<file path="src/rtl/gvc_pkg.sv">
`timescale 1ns / 1ps
// ----------------------------------------------------------------------------
// gvc_pkg: shared definitions for the greedy vertex clusterer
// Sizes, point layout helpers, controller states, datapath commands and the
// status bundle returned by the datapath.
// ----------------------------------------------------------------------------
package gvc_pkg;

  localparam int MAX_POINTS = 32;
  localparam int IDX_W      = $clog2(MAX_POINTS);
  localparam int CNT_W      = $clog2(MAX_POINTS + 1);
  localparam int CRD_W      = 16;
  localparam int PT_W       = 3 * CRD_W;
  localparam int ENT_W      = IDX_W + PT_W;
  localparam int OUT_IDX_W  = 5;
  localparam int GID_W      = 5;
  localparam int RAD_W      = 12;
  localparam int SMALL_W    = 7;
  localparam int CFG_A_W    = 2;
  localparam int CFG_D_W    = 12;
  localparam int IN_TDATA_W  = ((PT_W + 7) / 8) * 8;
  localparam int OUT_TDATA_W = ((OUT_IDX_W + GID_W + 7) / 8) * 8;
  // Centroid arithmetic: sums of up to MAX_POINTS coordinates, scaled tests.
  localparam int SUM_W = CRD_W + IDX_W + 1;
  localparam int CD_W  = SUM_W + 2;
  localparam int CSQ_W = 2 * CD_W;
  localparam int CSS_W = CSQ_W + 2;
  localparam int LIM_W = CNT_W + RAD_W;
  // Point-to-member distance.
  localparam int MD_W  = CRD_W + 1;
  localparam int MSQ_W = 2 * MD_W;
  localparam int MSS_W = MSQ_W + 2;

  typedef enum logic [CFG_A_W-1:0] {
    CFG_LINK_RADIUS    = 2'd0,
    CFG_CENTROID_LIMIT = 2'd1,
    CFG_SMALL_SIZE     = 2'd2
  } cfg_idx_t;

  typedef enum logic [4:0] {
    ST_IDLE, ST_SORT_RI, ST_SORT_RJ, ST_SORT_CMP, ST_SORT_WR,
    ST_SEED, ST_SEED_ADD, ST_SCAN, ST_PT_LD,
    ST_CEN_MUL, ST_CEN_SQ, ST_CEN_CMP,
    ST_MEM_RD, ST_MEM_DIFF, ST_MEM_SQ, ST_MEM_CMP, ST_ADD,
    ST_EMIT_RD, ST_EMIT_OUT
  } ctrl_state_t;

  typedef enum logic [4:0] {
    OP_NOP, OP_LOAD, OP_SORT_RD_I, OP_SORT_LD_I, OP_SORT_CMP, OP_SORT_WR,
    OP_SEED_SKIP, OP_SEED_RD, OP_SEED_ADD, OP_SCAN_SKIP, OP_SCAN_RD,
    OP_PT_LD, OP_CEN_MUL, OP_CEN_SQ, OP_MEM_RD, OP_MEM_DIFF, OP_MEM_SQ,
    OP_MEM_NEXT, OP_REJECT, OP_ADD, OP_EMIT_INIT, OP_EMIT_OUT, OP_FINISH
  } dp_op_t;

  typedef struct packed {
    logic sort_j_last;
    logic sort_i_last;
    logic seed_done;
    logic seed_used;
    logic scan_done;
    logic scan_used;
    logic over_small;
    logic cen_ok;
    logic near;
    logic mem_last;
    logic out_free;
  } dp_sts_t;

  // Coordinate k of a packed point: x, y, z from the lowest bits up.
  function automatic logic signed [CRD_W-1:0] crd(input logic [PT_W-1:0] pt,
                                                  input int k);
    crd = pt[k*CRD_W +: CRD_W];
  endfunction

  // True when point a sorts strictly before point b (z, then x, then y).
  function automatic logic pt_less(input logic [PT_W-1:0] a,
                                   input logic [PT_W-1:0] b);
    logic r;
    r = 1'b0;
    if (crd(a, 2) != crd(b, 2)) begin
      r = crd(a, 2) < crd(b, 2);
    end else if (crd(a, 0) != crd(b, 0)) begin
      r = crd(a, 0) < crd(b, 0);
    end else begin
      r = crd(a, 1) < crd(b, 1);
    end
    pt_less = r;
  endfunction

endpackage

</file>
<file path="src/rtl/gvc_ctrl.sv">
`timescale 1ns / 1ps
// ----------------------------------------------------------------------------
// gvc_ctrl: sequencer of the clusterer
// Walks load, rank sort, greedy cluster passes and emission, issuing one
// datapath command per cycle from the datapath status.
// ----------------------------------------------------------------------------
module gvc_ctrl (
  input  logic             clk,
  input  logic             rst_n,
  input  logic             in_tvalid,
  input  logic             in_tlast,
  output logic             in_tready,
  input  gvc_pkg::dp_sts_t sts,
  output gvc_pkg::dp_op_t  op
);

  gvc_pkg::ctrl_state_t state_r, state_nxt;

  always_ff @(posedge clk) begin
    if (!rst_n) begin
      state_r <= gvc_pkg::ST_IDLE;
    end else begin
      state_r <= state_nxt;
    end
  end

  always_comb begin
    state_nxt = state_r;
    unique case (state_r)
      gvc_pkg::ST_IDLE: begin
        if (in_tvalid && in_tlast) state_nxt = gvc_pkg::ST_SORT_RI;
      end
      gvc_pkg::ST_SORT_RI:  state_nxt = gvc_pkg::ST_SORT_RJ;
      gvc_pkg::ST_SORT_RJ:  state_nxt = gvc_pkg::ST_SORT_CMP;
      gvc_pkg::ST_SORT_CMP: begin
        if (sts.sort_j_last) state_nxt = gvc_pkg::ST_SORT_WR;
      end
      gvc_pkg::ST_SORT_WR: begin
        state_nxt = sts.sort_i_last ? gvc_pkg::ST_SEED : gvc_pkg::ST_SORT_RI;
      end
      gvc_pkg::ST_SEED: begin
        if (sts.seed_done) state_nxt = gvc_pkg::ST_IDLE;
        else if (!sts.seed_used) state_nxt = gvc_pkg::ST_SEED_ADD;
      end
      gvc_pkg::ST_SEED_ADD: state_nxt = gvc_pkg::ST_SCAN;
      gvc_pkg::ST_SCAN: begin
        if (sts.scan_done) state_nxt = gvc_pkg::ST_EMIT_RD;
        else if (!sts.scan_used) state_nxt = gvc_pkg::ST_PT_LD;
      end
      gvc_pkg::ST_PT_LD: begin
        state_nxt = sts.over_small ? gvc_pkg::ST_CEN_MUL : gvc_pkg::ST_MEM_RD;
      end
      gvc_pkg::ST_CEN_MUL: state_nxt = gvc_pkg::ST_CEN_SQ;
      gvc_pkg::ST_CEN_SQ:  state_nxt = gvc_pkg::ST_CEN_CMP;
      gvc_pkg::ST_CEN_CMP: begin
        state_nxt = sts.cen_ok ? gvc_pkg::ST_MEM_RD : gvc_pkg::ST_SCAN;
      end
      gvc_pkg::ST_MEM_RD:   state_nxt = gvc_pkg::ST_MEM_DIFF;
      gvc_pkg::ST_MEM_DIFF: state_nxt = gvc_pkg::ST_MEM_SQ;
      gvc_pkg::ST_MEM_SQ:   state_nxt = gvc_pkg::ST_MEM_CMP;
      gvc_pkg::ST_MEM_CMP: begin
        if (sts.near) state_nxt = gvc_pkg::ST_ADD;
        else if (sts.mem_last) state_nxt = gvc_pkg::ST_SCAN;
        else state_nxt = gvc_pkg::ST_MEM_RD;
      end
      gvc_pkg::ST_ADD:     state_nxt = gvc_pkg::ST_SCAN;
      gvc_pkg::ST_EMIT_RD: state_nxt = gvc_pkg::ST_EMIT_OUT;
      gvc_pkg::ST_EMIT_OUT: begin
        if (sts.out_free) begin
          state_nxt = sts.mem_last ? gvc_pkg::ST_SEED : gvc_pkg::ST_EMIT_RD;
        end
      end
      default: state_nxt = gvc_pkg::ST_IDLE;
    endcase
  end

  always_comb begin
    op        = gvc_pkg::OP_NOP;
    in_tready = 1'b0;
    unique case (state_r)
      gvc_pkg::ST_IDLE: begin
        in_tready = 1'b1;
        if (in_tvalid) op = gvc_pkg::OP_LOAD;
      end
      gvc_pkg::ST_SORT_RI:  op = gvc_pkg::OP_SORT_RD_I;
      gvc_pkg::ST_SORT_RJ:  op = gvc_pkg::OP_SORT_LD_I;
      gvc_pkg::ST_SORT_CMP: op = gvc_pkg::OP_SORT_CMP;
      gvc_pkg::ST_SORT_WR:  op = gvc_pkg::OP_SORT_WR;
      gvc_pkg::ST_SEED: begin
        if (sts.seed_done) op = gvc_pkg::OP_FINISH;
        else if (sts.seed_used) op = gvc_pkg::OP_SEED_SKIP;
        else op = gvc_pkg::OP_SEED_RD;
      end
      gvc_pkg::ST_SEED_ADD: op = gvc_pkg::OP_SEED_ADD;
      gvc_pkg::ST_SCAN: begin
        if (sts.scan_done) op = gvc_pkg::OP_EMIT_INIT;
        else if (sts.scan_used) op = gvc_pkg::OP_SCAN_SKIP;
        else op = gvc_pkg::OP_SCAN_RD;
      end
      gvc_pkg::ST_PT_LD:   op = gvc_pkg::OP_PT_LD;
      gvc_pkg::ST_CEN_MUL: op = gvc_pkg::OP_CEN_MUL;
      gvc_pkg::ST_CEN_SQ:  op = gvc_pkg::OP_CEN_SQ;
      gvc_pkg::ST_CEN_CMP: begin
        if (!sts.cen_ok) op = gvc_pkg::OP_REJECT;
      end
      gvc_pkg::ST_MEM_RD:   op = gvc_pkg::OP_MEM_RD;
      gvc_pkg::ST_MEM_DIFF: op = gvc_pkg::OP_MEM_DIFF;
      gvc_pkg::ST_MEM_SQ:   op = gvc_pkg::OP_MEM_SQ;
      gvc_pkg::ST_MEM_CMP: begin
        if (sts.near) op = gvc_pkg::OP_NOP;
        else if (sts.mem_last) op = gvc_pkg::OP_REJECT;
        else op = gvc_pkg::OP_MEM_NEXT;
      end
      gvc_pkg::ST_ADD:     op = gvc_pkg::OP_ADD;
      gvc_pkg::ST_EMIT_RD: op = gvc_pkg::OP_MEM_RD;
      gvc_pkg::ST_EMIT_OUT: begin
        if (sts.out_free) op = gvc_pkg::OP_EMIT_OUT;
      end
      default: op = gvc_pkg::OP_NOP;
    endcase
  end

endmodule

</file>
<file path="config.mk">
export PLATFORM = sky130hd
export DESIGN_NAME = gvc_ctrl
export DESIGN_NICKNAME = d
export VERILOG_FILES = /design/src/rtl/gvc_pkg.sv /design/src/rtl/gvc_ctrl.sv
export SDC_FILE = /design/constraint.sdc
export NUM_CORES = 1
export LEC_CHECK = 0
export BUFFER_PORTS_ARGS = -buffer_cell sky130_fd_sc_hd__buf_2
export CELL_PAD_IN_SITES_DETAIL_PLACEMENT = 0
export CELL_PAD_IN_SITES_GLOBAL_PLACEMENT = 2
export CORE_UTILIZATION = 25
export DETAILED_ROUTE_END_ITERATION = 8
export PLACE_DENSITY = 0.72
export SETUP_SLACK_MARGIN = 0.2
export SYNTH_ARGS = -nofsm -noshare
export SYNTH_HDL_FRONTEND = slang
export SYNTH_SLANG_ARGS = --single-unit
</file>
<file path="constraint.sdc">
create_clock -name clk -period 3.1 [get_ports clk]
set_input_delay 0.155 -clock clk [delete_from_list [all_inputs] [get_ports clk]]
set_output_delay 0.155 -clock clk [all_outputs]
set_load 0.03 [all_outputs]
</file>
==> key figures <==
Yosys
  – Post-synth top area share: 0.115
  – Commonest cells post-synth: nand2_1, nor2_1, o21ai_0
  – Area contributors post-synth: dfxtp_1, o21ai_0, nand2_1, nand2b_1, nor2_1
  – Post-synth top area cell: dfxtp_1
  – Post-Syn Area: 867 um2
  – Asr flop ratio synth: 0
  – Mean post-synth cell area: slightly above 6 um2
  – Syn. warnings: 0
  – Post-Synthesis Cells: between 100 and 150
  – #FFs+latches synth: 5
  – Top_reg_cell synth: dfxtp_1
  – Netlist cell types: 40
  – Post-synthesis sequential area ratio: 0.115
  – Number of synthesized flops with an enable pin: 0
  – Mapped Nets: about 160
  – Count leader, synth: nand2_1

Cells and area
  – Top reg by flops: state_r
  – Max reg flops: 5
  – Antenna Cells: 0
  – Syn-to-layout area delta: 15.3%
  – Post-layout util: 0.300
  – Final Cell Area: ~1000 um2
  – Filler Cell Count: slightly above 400
  – Fin nets: ~170
  – Top flop regs: state_r (5)
  – Fraction of layout cells with a size suffix above 1: 0.183

Global route
  – Met2 usage: 0.268
  – First-pass GRT wire length: 4620 um
  – Largest net degree at the start of global routing: 27
  – Met3 Use GR: 0.0277
  – Global route total overflow: 0
  – Global Route Usage Sum: 0.169
  – Vias in the first global route: just under 1,000
  – M1 GR Usage: 0.220
  – Gr busiest metal: met2
  – Initial antenna violation count: 0

Route
  – Drt total wl: about 2800 um
  – Routed len/inst: between 10 and 15 um
  – Residual DRC: 0
  – Routed Antenna Nets: 0
  – Via/cell ratio: approximately 5.3
  – Detailed Route Iter0 Violations: just over 60
  – Detailed-route via count: between 1,000 and 1,500
  – Drt pass-1 iters: 4

Timing
  – Hold Violations, Final: 0
  – Period minus WS final: 2400 ps
  – Actual slew at the worst max-slew pin: approximately 800 ps
  – Clk_skew: ~0.37 ps
  – RSZ-0062 raised after global routing: no
  – Fmax achieved: 417 MHz
  – Final Setup Violations: 0
  – WHS: roughly 200 ps
  – Max Slew Vio Count: 0
  – Slew HR: 0.461
  – Setup TNS: 0 ps
  – Period utilization: 0.774

Clock network
  – Clock root cell: clkbuf_4
  – Hold buffers post-CTS: 0
  – Worst-Skew Late Latency: around 240 ps
  – Worst-path clk slew: around 40 ps
  – Num CTS Buffers: 3
  – Max clock buf depth: 2
  – Clock sink count: 5
  – CTS HTree Levels: 1
  – Post-CTS Setup Inserts: 0
  – Post-cts resize count: 0
  – CTS tree: yes

Pwr
  – P_leak: 0.370 nW
  – Clock Power Share: 0.130
  – Gate power share: 0.637
  – Sequential power share: 0.233
  – Maximum vdd ir drop: around 0.00025 V
  – P per Cell Area: around 600 nW/um2
  – Int Pwr: about 280 uW
  – Sw Share: 0.540
  – Switching power of the nets: around 320 uW

Setup path
  – R2r setup slk: 970 ps
  – Required time of the critical path: 2940 ps
  – CP bufs+invs: 1
  – CP Depth: 4
  – Worst Setup Path Type: flop to primary output
  – Worst path top cell family by delay: flip-flops
  – Critical Path Fanout Max: 26
  – Slowest CP cell: dfxtp_1
  – Worst reg2reg path endpoint: state_r[0]$_SDFFE_PN0P_
  – CP arrival: 2240 ps
  – Crit end category: primary output
  – Worst R2R Path Depth: 5
  – Crit-path cells: nand2_1 > or4_4 > o221ai_1 > buf_2
  – CP Launch Type: flop
  – Reg-to-reg startpoint: state_r[1]$_SDFFE_PN0P_
  – Slowest stage delay, CP: approximately 840 ps

Die
  – Core Area: 3340 um2
  – Total die area: between 3000 and 4000 um2
  – Boundary Pins: 21
  – Initial Util: 0.260
  – Chip height: 60.9 um
  – Num rows: 21
  – Die Wd: 60.9 um

Run status
  – Status: finished clean

Placed design
  – Buffers on Ports: 20
  – Placed inst area: roughly 970 um2
  – HPWL Detailed: between 2000 and 2500 um
  – Placer Congestion: 0.827

Min path
  – Hold EP: state_r[4]$_SDFFE_PN0P_
  – HP Class: primary input to flop
  – Hold depth: 3
  – Hold path start: rst_n

Flow run
  – Max cap viols: 0
worst reg2reg max path, cell delays in order (launching register included):
cell	delay, ps
dfxtp_1	840
nand2_1	210
or4_4	480
o2bb2ai_2	210
nand2b_1	170
o22ai_1	100
area by class of cell:
| type | instances | area, um2 | area share |
|---|---|---|---|
| sequential | 5 | 100 | 0.100 |
| inverter | 5 | 18.8 | 0.0188 |
| tap | 46 | 57.6 | 0.0576 |
| clock buffer | 4 | 26.3 | 0.0263 |
| timing repair buffer | 21 | 108 | 0.108 |
| multi-input combinational | 118 | 689 | 0.690 |
cells by family after synthesis:
family | after synthesis | synth area share
and+or+nand+nor | 63 | 0.381
AOI/OAI and AO/OA | 53 | 0.393
buffers and inverters | 17 | 0.0895
DFF | 5 | 0.115
xor gates and xnor gates | 1 | 0.0101
muxes | 1 | 0.0115
worst max path at each step:
stage | start | to | slack (ps)
global placement | state_r[1]$_SDFFE_PN0P_ | op[1] | 960
CTS | state_r[1]$_SDFFE_PN0P_ | op[1] | 720
global route | state_r[2]$_SDFFE_PN0P_ | op[3] | 570
detailed placement | state_r[1]$_SDFFE_PN0P_ | state_r[0]$_SDFFE_PN0P_ | 990
floorplan | state_r[1]$_SDFFE_PN0P_ | in_tready | 1220
finish | state_r[1]$_SDFFE_PN0P_ | op[1] | 700
metrics by stage:
step / setup WS [ps] / std cells / power [mW]
4_1_cts: 716 / 199 / 0.600
2_1_floorplan: 1220 / 140 / 0.427
3_5_place_dp: 994 / 195 / 0.519
5_1_grt: 566 / 199 / 0.647
3_3_place_gp: 963 / 195 / 0.525
6_report: 702 / 199 / 0.598
power by group through the flow:
| stage | Sequential, mW | Clock (mW) | Combinational [mW] |
|---|---|---|---|
| after floorplan | 0.0872 | 0 | 0.339 |
| after global placement | 0.141 | 0 | 0.384 |
| after detailed placement | 0.140 | 0 | 0.379 |
| after CTS | 0.139 | 0.0805 | 0.381 |
| after global routing | 0.148 | 0.0852 | 0.414 |
| final | 0.139 | 0.0778 | 0.381 |
layout by cell type (no fill, tap or decap), types with 2 or more instances in the layout:
master,Yosys,final
a221oi_1,2,2
nor3b_1,2,2
o21ai_1,2,2
nand2b_1,9,9
a211oi_1,2,2
o22ai_1,3,3
o21ai_0,15,15
nand2_1,16,16
nor2_1,15,15
nor3_1,4,4
nand3b_1,3,3
dfxtp_1,5,5
a21oi_1,11,11
buf_2,11,20
a22o_1,2,2
nor2b_1,5,5
inv_1,5,5
a31oi_1,3,3
o211ai_1,2,2
a22oi_1,2,2
a32oi_1,2,2
clkbuf_4,0,3
per-layer routing:
| layer | wire [um] | vias up |
|---|---|---|
| met5 | 0 | - |
| met4 | 59 | 0 |
| li1 | - | 535 |
| met1 | 1350 | 483 |
| met3 | 153 | 9 |
| met2 | 1280 | 35 |
No activity file was read; power rests on OpenSTA's default activity.
